File: config.mk
export PLATFORM = sky130hd
export DESIGN_NAME = xex_segment_stream_parser_core
export DESIGN_NICKNAME = d
export VERILOG_FILES = /design/src/design/xsp_pkg.sv /design/src/design/xsp_parser.sv /design/src/design/xsp_out_buf.sv /design/src/design/xex_segment_stream_parser_core.sv
export SDC_FILE = /design/constraint.sdc
export NUM_CORES = 1
export LEC_CHECK = 0
export BUFFER_PORTS_ARGS = -buffer_cell sky130_fd_sc_hd__buf_2
export CORE_ASPECT_RATIO = 2
export CORE_MARGIN = 2
export CORE_UTILIZATION = 50
export DETAILED_ROUTE_END_ITERATION = 8
export GPL_TIMING_DRIVEN = 0
export PLACE_DENSITY = 0.77
export SKIP_LAST_GASP = 1
export SLEW_MARGIN = 40
export SYNTH_ARGS = -nofsm -noshare
export SYNTH_HDL_FRONTEND = slang
export SYNTH_HIERARCHICAL = 1
export SYNTH_SLANG_ARGS = --single-unit
export TNS_END_PERCENT = 1
File: constraint.sdc
create_clock -name i_clk -period 8 [get_ports i_clk]
set_input_delay 1.6 -clock i_clk [delete_from_list [all_inputs] [get_ports i_clk]]
set_output_delay 1.6 -clock i_clk [all_outputs]
set_load 0.01 [all_outputs]
File: src/design/xsp_pkg.sv
// Shared types, codes and constants of the segment stream parser.
`timescale 1ns / 1ps

package xsp_pkg;

    // Default segment limit handed to the top level
    localparam int MAX_SEGMENTS_DEF = 64;

    // Record kinds
    localparam logic [1:0] KIND_HEADER  = 2'd0;
    localparam logic [1:0] KIND_PAYLOAD = 2'd1;
    localparam logic [1:0] KIND_STATUS  = 2'd2;

    // Status codes
    localparam logic [2:0] ST_OK        = 3'd0;
    localparam logic [2:0] ST_SHORT     = 3'd1;
    localparam logic [2:0] ST_ORDER     = 3'd2;
    localparam logic [2:0] ST_TRUNCATED = 3'd3;
    localparam logic [2:0] ST_TOO_MANY  = 3'd4;

    // Special words and addresses
    localparam logic [15:0] MARKER_WORD = 16'hFFFF;
    localparam logic [15:0] RUN_LO      = 16'h02E0;
    localparam logic [15:0] RUN_HI      = 16'h02E1;
    localparam logic [15:0] INIT_LO     = 16'h02E2;
    localparam logic [15:0] INIT_HI     = 16'h02E3;

    // Shortest valid file, in bytes
    localparam logic [2:0] MIN_FILE_BYTES = 3'd6;

    // One input transaction
    typedef struct packed {
        logic [7:0] in_byte;
        logic       final_byte;
    } t_in_item;

    // One result transaction
    typedef struct packed {
        logic [1:0]  kind;
        logic [15:0] address;
        logic [15:0] end_address;
        logic [7:0]  data_byte;
        logic [5:0]  segment_index;
        logic [2:0]  status;
        logic [15:0] run_address;
        logic [15:0] init_address;
        logic [6:0]  segment_count;
        logic        last_of_run;
    } t_out_item;

    // Records produced by one accepted byte: an optional header or payload
    // record, then an optional status record
    typedef struct packed {
        logic      rec_vld;
        t_out_item rec;
        logic      sts_vld;
        t_out_item sts;
    } t_rec_pair;

endpackage

File: src/design/xsp_parser.sv
// Parser state and per-byte record generation.
`timescale 1ns / 1ps

module xsp_parser #(
    parameter int MAX_SEGMENTS = xsp_pkg::MAX_SEGMENTS_DEF
) (
    input  logic              i_clk,
    input  logic              i_rst_n,
    input  logic              i_accept,
    input  xsp_pkg::t_in_item i_item,
    output xsp_pkg::t_rec_pair o_recs
);

    localparam int SegW = $clog2(MAX_SEGMENTS + 1);

    // Phase codes
    localparam logic [2:0] PH_START_LO = 3'd0;
    localparam logic [2:0] PH_START_HI = 3'd1;
    localparam logic [2:0] PH_END_LO   = 3'd2;
    localparam logic [2:0] PH_END_HI   = 3'd3;
    localparam logic [2:0] PH_PAYLOAD  = 3'd4;
    localparam logic [2:0] PH_DRAIN    = 3'd5;

    // Special segment targets
    localparam logic [1:0] TGT_NONE = 2'd0;
    localparam logic [1:0] TGT_RUN  = 2'd1;
    localparam logic [1:0] TGT_INIT = 2'd2;
    localparam logic [1:0] TGT_OVER = 2'd3;

    logic [2:0]      r_phase,      n_phase;
    logic [7:0]      r_low,        n_low;
    logic [15:0]     r_seg_start,  n_seg_start;
    logic [15:0]     r_next_addr,  n_next_addr;
    logic [16:0]     r_bytes_left, n_bytes_left;
    logic [1:0]      r_target,     n_target;
    logic [SegW-1:0] r_seg_total,  n_seg_total;
    logic [15:0]     r_run,        n_run;
    logic [15:0]     r_init,       n_init;
    logic [2:0]      r_tally,      n_tally;
    logic [2:0]      r_error,      n_error;

    logic [15:0] w_word;
    logic [16:0] w_left_dec;
    logic [SegW-1:0] w_prev_total;

    assign w_word       = {i_item.in_byte, r_low};
    assign w_left_dec   = (r_bytes_left != 17'd0) ? r_bytes_left - 17'd1 : r_bytes_left;
    assign w_prev_total = r_seg_total - 1'b1;

    // Next state and records for the byte at the input
    always_comb begin
        n_phase      = r_phase;
        n_low        = r_low;
        n_seg_start  = r_seg_start;
        n_next_addr  = r_next_addr;
        n_bytes_left = r_bytes_left;
        n_target     = r_target;
        n_seg_total  = r_seg_total;
        n_run        = r_run;
        n_init       = r_init;
        n_error      = r_error;
        n_tally      = (r_tally < xsp_pkg::MIN_FILE_BYTES) ? r_tally + 3'd1 : r_tally;
        o_recs       = '0;

        case (r_phase)
            PH_START_LO: begin
                n_low   = i_item.in_byte;
                n_phase = PH_START_HI;
            end
            PH_START_HI: begin
                // a marker word is skipped wherever a start word may stand
                if (w_word == xsp_pkg::MARKER_WORD) begin
                    n_phase = PH_START_LO;
                end else begin
                    n_seg_start = w_word;
                    n_phase     = PH_END_LO;
                end
            end
            PH_END_LO: begin
                n_low   = i_item.in_byte;
                n_phase = PH_END_HI;
            end
            PH_END_HI: begin
                if (w_word < r_seg_start) begin
                    n_error = xsp_pkg::ST_ORDER;
                    n_phase = PH_DRAIN;
                end else begin
                    n_bytes_left = {1'b0, w_word} - {1'b0, r_seg_start} + 17'd1;
                    n_next_addr  = r_seg_start;
                    if (r_seg_start == xsp_pkg::RUN_LO && w_word == xsp_pkg::RUN_HI) begin
                        n_target = TGT_RUN;
                    end else if (r_seg_start == xsp_pkg::INIT_LO &&
                                 w_word == xsp_pkg::INIT_HI) begin
                        n_target = TGT_INIT;
                    end else if (r_seg_total >= SegW'(MAX_SEGMENTS)) begin
                        n_target = TGT_OVER;
                    end else begin
                        n_target                   = TGT_NONE;
                        o_recs.rec_vld             = 1'b1;
                        o_recs.rec.kind            = xsp_pkg::KIND_HEADER;
                        o_recs.rec.address         = r_seg_start;
                        o_recs.rec.end_address     = w_word;
                        o_recs.rec.segment_index   = 6'(r_seg_total);
                        n_seg_total                = r_seg_total + 1'b1;
                    end
                    n_phase = PH_PAYLOAD;
                end
            end
            PH_PAYLOAD: begin
                if (r_target == TGT_NONE) begin
                    o_recs.rec_vld           = 1'b1;
                    o_recs.rec.kind          = xsp_pkg::KIND_PAYLOAD;
                    o_recs.rec.address       = r_next_addr;
                    o_recs.rec.data_byte     = i_item.in_byte;
                    o_recs.rec.segment_index = 6'(w_prev_total);
                end else if (r_target == TGT_RUN || r_target == TGT_INIT) begin
                    // two-byte vector: hold low byte, latch on high byte
                    if (r_bytes_left == 17'd2) begin
                        n_low = i_item.in_byte;
                    end else if (r_target == TGT_RUN) begin
                        n_run = w_word;
                    end else begin
                        n_init = w_word;
                    end
                end
                n_next_addr  = r_next_addr + 16'd1;
                n_bytes_left = w_left_dec;
                if (w_left_dec == 17'd0) begin
                    if (r_target == TGT_OVER) begin
                        n_error = xsp_pkg::ST_TOO_MANY;
                        n_phase = PH_DRAIN;
                    end else begin
                        n_phase = PH_START_LO;
                    end
                end
            end
            default: begin
                // drain: ignore bytes until the last one
            end
        endcase

        // status record on the last byte, then back to the reset state
        if (i_item.final_byte) begin
            o_recs.sts_vld = 1'b1;
            o_recs.sts.kind = xsp_pkg::KIND_STATUS;
            if (n_tally < xsp_pkg::MIN_FILE_BYTES) begin
                o_recs.sts.status = xsp_pkg::ST_SHORT;
            end else if (n_error != xsp_pkg::ST_OK) begin
                o_recs.sts.status = n_error;
            end else if (n_phase inside {PH_START_LO, PH_START_HI}) begin
                o_recs.sts.status = xsp_pkg::ST_OK;
            end else begin
                o_recs.sts.status = xsp_pkg::ST_TRUNCATED;
            end
            o_recs.sts.run_address   = n_run;
            o_recs.sts.init_address  = n_init;
            o_recs.sts.segment_count = 7'(n_seg_total);

            n_phase      = PH_START_LO;
            n_low        = '0;
            n_seg_start  = '0;
            n_next_addr  = '0;
            n_bytes_left = '0;
            n_target     = TGT_NONE;
            n_seg_total  = '0;
            n_run        = '0;
            n_init       = '0;
            n_tally      = '0;
            n_error      = xsp_pkg::ST_OK;
        end

        // flag the last record caused by this byte
        if (o_recs.sts_vld) begin
            o_recs.sts.last_of_run = 1'b1;
        end else if (o_recs.rec_vld) begin
            o_recs.rec.last_of_run = 1'b1;
        end
    end

    // State registers, updated per accepted transaction
    always_ff @(posedge i_clk) begin
        if (!i_rst_n) begin
            r_phase      <= PH_START_LO;
            r_low        <= '0;
            r_seg_start  <= '0;
            r_next_addr  <= '0;
            r_bytes_left <= '0;
            r_target     <= TGT_NONE;
            r_seg_total  <= '0;
            r_run        <= '0;
            r_init       <= '0;
            r_tally      <= '0;
            r_error      <= xsp_pkg::ST_OK;
        end else if (i_accept) begin
            r_phase      <= n_phase;
            r_low        <= n_low;
            r_seg_start  <= n_seg_start;
            r_next_addr  <= n_next_addr;
            r_bytes_left <= n_bytes_left;
            r_target     <= n_target;
            r_seg_total  <= n_seg_total;
            r_run        <= n_run;
            r_init       <= n_init;
            r_tally      <= n_tally;
            r_error      <= n_error;
        end
    end

    // A finished file leaves the parser in its reset state
    a_final_resets: assert property (@(posedge i_clk) disable iff (!i_rst_n)
        (i_accept && i_item.final_byte) |=>
            (r_phase == PH_START_LO && r_tally == 3'd0 && r_error == xsp_pkg::ST_OK))
        else $error("parser state not cleared after last byte");

    // Segment count never passes the limit
    a_total_bound: assert property (@(posedge i_clk) disable iff (!i_rst_n)
        r_seg_total <= SegW'(MAX_SEGMENTS))
        else $error("segment count over limit");

    // Inside a payload there is always at least one byte to go
    a_payload_left: assert property (@(posedge i_clk) disable iff (!i_rst_n)
        (r_phase == PH_PAYLOAD) |-> (r_bytes_left != 17'd0))
        else $error("payload phase with no bytes left");

endmodule

File: src/design/xsp_out_buf.sv
// Two-entry result queue between the parser and the output channel.
`timescale 1ns / 1ps

module xsp_out_buf (
    input  logic                i_clk,
    input  logic                i_rst_n,
    input  logic                i_push,
    input  xsp_pkg::t_rec_pair  i_recs,
    input  logic                i_out_ready,
    output logic                o_out_valid,
    output xsp_pkg::t_out_item  o_out_item,
    output logic                o_in_ready
);

    logic [1:0]         r_cnt, n_cnt;
    xsp_pkg::t_out_item r_q0, r_q1;
    logic               w_pop;

    assign o_out_valid = (r_cnt != 2'd0);
    assign o_out_item  = r_q0;
    assign w_pop       = o_out_valid && i_out_ready;
    // room for a new byte once the queue is empty after this cycle's pop
    assign o_in_ready  = (r_cnt == 2'd0) || (r_cnt == 2'd1 && i_out_ready);

    // Occupancy
    always_comb begin
        if (i_push) begin
            n_cnt = {1'b0, i_recs.rec_vld} + {1'b0, i_recs.sts_vld};
        end else if (w_pop) begin
            n_cnt = r_cnt - 2'd1;
        end else begin
            n_cnt = r_cnt;
        end
    end

    always_ff @(posedge i_clk) begin
        if (!i_rst_n) begin
            r_cnt <= 2'd0;
        end else begin
            r_cnt <= n_cnt;
        end
    end

    // Queue entries: a push always lands in an empty queue
    always_ff @(posedge i_clk) begin
        if (i_push) begin
            r_q0 <= i_recs.rec_vld ? i_recs.rec : i_recs.sts;
            r_q1 <= i_recs.sts;
        end else if (w_pop) begin
            r_q0 <= r_q1;
        end
    end

    a_cnt_bound: assert property (@(posedge i_clk) disable iff (!i_rst_n)
        r_cnt != 2'd3)
        else $error("result queue overflow");

    // With two entries only the second closes the transaction's results
    a_two_order: assert property (@(posedge i_clk) disable iff (!i_rst_n)
        (r_cnt == 2'd2) |-> (!r_q0.last_of_run && r_q1.last_of_run))
        else $error("result order broken in queue");

    a_one_last: assert property (@(posedge i_clk) disable iff (!i_rst_n)
        (r_cnt == 2'd1) |-> r_q0.last_of_run)
        else $error("single queued result not marked last");

    a_pair_fill: assert property (@(posedge i_clk) disable iff (!i_rst_n)
        (i_push && i_recs.rec_vld && i_recs.sts_vld) |=> (r_cnt == 2'd2))
        else $error("record pair not queued");

endmodule

File: src/design/xex_segment_stream_parser_core.sv
// Top level of the segmented load file stream parser.
`timescale 1ns / 1ps

// Accepts one file byte per transaction and emits header, payload and final
// status records in file order. Throughput is one byte per clock while the
// output is ready; a final byte that also produces a header or payload record
// yields two records and holds the input while the two-entry result queue
// drains. Results appear in the cycle after their byte is accepted. Run and
// init vector segments produce no records; their values show up in the status
// record. A new file may start on the byte after a final byte.
module xex_segment_stream_parser_core #(
    parameter int MAX_SEGMENTS = xsp_pkg::MAX_SEGMENTS_DEF
) (
    input  logic               i_clk,
    input  logic               i_rst_n,
    input  logic               i_in_valid,
    output logic               o_in_ready,
    input  xsp_pkg::t_in_item  i_in_item,
    output logic               o_out_valid,
    input  logic               i_out_ready,
    output xsp_pkg::t_out_item o_out_item
);

    logic               w_accept;
    xsp_pkg::t_rec_pair w_recs;

    assign w_accept = i_in_valid && o_in_ready;

    // Parser state and record generation
    xsp_parser #(
        .MAX_SEGMENTS(MAX_SEGMENTS)
    ) u_parser (
        .i_clk    (i_clk),
        .i_rst_n  (i_rst_n),
        .i_accept (w_accept),
        .i_item   (i_in_item),
        .o_recs   (w_recs)
    );

    // Result queue
    xsp_out_buf u_out_buf (
        .i_clk       (i_clk),
        .i_rst_n     (i_rst_n),
        .i_push      (w_accept),
        .i_recs      (w_recs),
        .i_out_ready (i_out_ready),
        .o_out_valid (o_out_valid),
        .o_out_item  (o_out_item),
        .o_in_ready  (o_in_ready)
    );

endmodule
==> flow_summary_export.csv <==
group,metric,value,unit
outcome,status,"complete, no violations",
clocking,post-cts-setup-buffers,0,
floorplanning,dieArea,34020,sq um
sta,tns,0,ns
sta,maxSlewHeadroom,34.75,%
cells_and_area,final_common_cell,"nor2_1",
place,routabilityCongestion,0.9680,
sta,hold_violations,0,
job,maxCapViolCount,0,
pwr,p_int,0.002701,W
clocking,cts_max_path_buffers,3,
clocking,numCtsBuffers,25,
global_routing,antenna_found_initial,0,
pwr,pwr-share-clk,31.8,%
clocking,clk_latency,0.57,ns
floorplanning,die_height,258.9,microns
place,place_hpwl,37310,microns
yosys,synth_cells,1689,
sta,fmax,166.1,MHz
sta,final_max_slew_viol_count,0,
yosys,synth_edf_count,182,
cells_and_area,final_cell_count_no_fill,2359,
sta,rsz0062_at_grt,"false",
global_routing,grt_pass1_vias,13288,
yosys,synthArstFlopShare,0,%
pwr,power_per_cell_area,205.4,nW/um^2
yosys,yosysSeqAreaShare,47.10,%
drt,firstDrtPassIters,7,
drt,drtIter0Drc,1218,
yosys,synth_cell_types,82,
place,placed_cell_area,17730,sq um
worst_setup_path,critical_path_class,"input port to register",
worst_setup_path,crit_path_cell_trace,"buf_2 > inv_1 > fa_1 > a21boi_0 > o21ai_0 > o21ai_0 > a21bo_2 > clkbuf_1 > nor2_1 > nand2_1 > buf_2 > nand2_1 > buf_6 > buf_8 > mux2i_1 > a21oi_1",
clocking,path_clk_slew,0.07,ns
yosys,synth_seq_cells,291,
yosys,syn_area_per_cell,9.614,sq um
clocking,cts_tree,"done",
worst_setup_path,arrival,6.35,ns
pwr,finalPower,0.003806,W
drt,wirelength,49280,microns
yosys,yosysWarnings,6,
sta,min_period,6.020,ns
cells_and_area,nNetsFinal,1981,
clocking,postCtsResizedCells,0,
pwr,power.leakage,7.142,nW
pwr,p_switching,0.001106,W
worst_hold_path,min_path_type,"register to register",
place,place_inst,2313,
floorplanning,die_w,131.4,microns
worst_setup_path,crit_path_end_kind,"register",
sta,skew,0.03136,ns
floorplanning,io-pin-count,106,
sta,worstMarginPinSlew,0.9787,ns
pwr,combPwrFrac,20.1,%
pwr,p_sw_share,29.05,%
cells_and_area,final_cell_mix,"260 x nor2_1, 185 x a21oi_1, 182 x edfxtp_1",
floorplanning,rows,93,
global_routing,grt.total_usage,28.30,%
floorplanning,core,32120,sq um
global_routing,grt_overflow,0,
drt,vias,13469,
worst_setup_path,startpoint_type,"input port",
clocking,htreeDepth,1,
drt,drc_errors,0,
yosys,syn-cell-area,16240,sq um
cells_and_area,syn2layout_area_growth,14.12,%
drt,postRouteAntennaNets,0,
pwr,peakVddDrop,0.0001581,V
worst_setup_path,critPathSlowestCell,"fa_1",
global_routing,grt_pass1_wl,74090,microns
yosys,ys.flop_type,"edfxtp_1",
worst_setup_path,critPathMaxFanout,10,
pwr,p_seq_share,48.1,%
worst_setup_path,required,8.33,ns
clocking,cts_hold_buf,0,
clocking,cts_sinks,291,
sta,finalCritPeriodShare,75.25,%
clocking,clock-root-buffer,"clkbuf_16",
sta,setup_violations,0,
place,port_buffers,104,
cells_and_area,drive_gt1_share,16.25,%
global_routing,grt_max_degree,47,
worst_setup_path,slowest_delay,0.52,ns
drt,via_per_inst,5.710,
drt,wl_per_cell,20.89,microns
floorplanning,start_util,50.56,%
cells_and_area,final_cell_area,18530,sq um
sta,holdWs,0.4518,ns
cells_and_area,antenna_cells,0,
## path summary, 6_finish.rpt
| path | startpoint | slack [ns] | cells past startpoint | end |
|---|---|---|---|---|
| min reg2reg | u_parser/r_error[0] | 0.45 | 2 | u_parser/r_error[0] |
| max reg2reg | u_parser/r_low[1] | 2.61 | 16 | u_out_buf/o_out_item[88] |
| max | i_in_item[6] | 1.98 | 16 | u_out_buf/o_out_item[88] |
| min | u_parser/r_error[0] | 0.45 | 2 | u_parser/r_error[0] |
## power by group through the flow
stage / registers (W) / clock network [W] / logic [W]
final: 0.00183 / 0.00121 / 0.000766
after global routing: 0.00184 / 0.00127 / 0.000827
after CTS: 0.00183 / 0.00123 / 0.000757
after detailed placement: 0.00186 / 0 / 0.000754
after global placement: 0.00187 / 0 / 0.000722
after floorplan: 0.00191 / 0 / 0.000426
## worst max-delay path, delay by kind of cell
family	cells	cell delay, ns
fa+ha+maj	1	0.52
mux	1	0.09
compound gates	5	1.57
simple gates	3	0.94
buf+inv	6	1.59
## registers in the layout (all words and copies together), names as in the netlist
signal and cells:
u_out_buf/r_q1 91, u_parser/r_init 16, u_parser/r_phase 3, u_out_buf/r_cnt 2, u_parser/r_seg_start 16, u_parser/r_bytes_left 17
u_parser/r_seg_total 7, u_parser/r_error 3, u_parser/r_tally 3, u_out_buf/o_out_item 91, u_parser/r_run 16, u_parser/r_low 8
u_parser/r_target 2, u_parser/r_next_addr 16
## metrics by stage
stage                     setup slack [ns]  util, %
after global routing                 1.982    57.70
after floorplan                      1.840        -
after detailed placement             1.578    55.21
after CTS                            2.137    57.69
after global placement              0.1234    54.89
final                                1.980    57.70
## cells in the mapped netlist, drive strengths merged (24+ instances only)
library cell  instances  area [sq um]
ha                   47         588.1
a22oi                51         382.9
o21ai                66         330.3
inv                  66         247.7
nand3                33         165.2
mux2i               111          1111
clkbuf               60         225.2
nor3                 24         120.1
nand2                85         319.1
buf                 143          1061
nor2                262         988.5
edfxtp              182          5465
dfxtp               109          2182
a21oi               186         934.7
## cell type report
type | count | area (sq um)
fill | 2800 | 13590
sequential | 291 | 7647
multi-input combinational | 1216 | 7401
buffer | 203 | 1287
clock buffer | 36 | 735.7
timing repair buffer | 108 | 608.1
tap | 427 | 534.3
inverter | 68 | 255.2
clock inverter | 10 | 61.31
## routing by layer
metal	routed length (microns)	GRT usage, %	share of wire, %
met2	25320	52.20	51
met1	16660	27.96	34
met4	4781	24.28	9.7
met5	0	0	0
met3	2524	3.169	5.1
## logic make-up (layout without fill, tap and decap cells)
logic type	after synthesis	after routing	synth area share, %
compound gates	400	400	14.96
xor+xnor	25	25	1.348
fa+ha+maj	55	55	4.608
buf+inv	271	425	9.493
flops	291	291	47.10
mux	113	113	6.981
other cells	1	90	0.02309
simple gates	533	533	15.50
No activity file was read; power rests on OpenSTA's default activity.
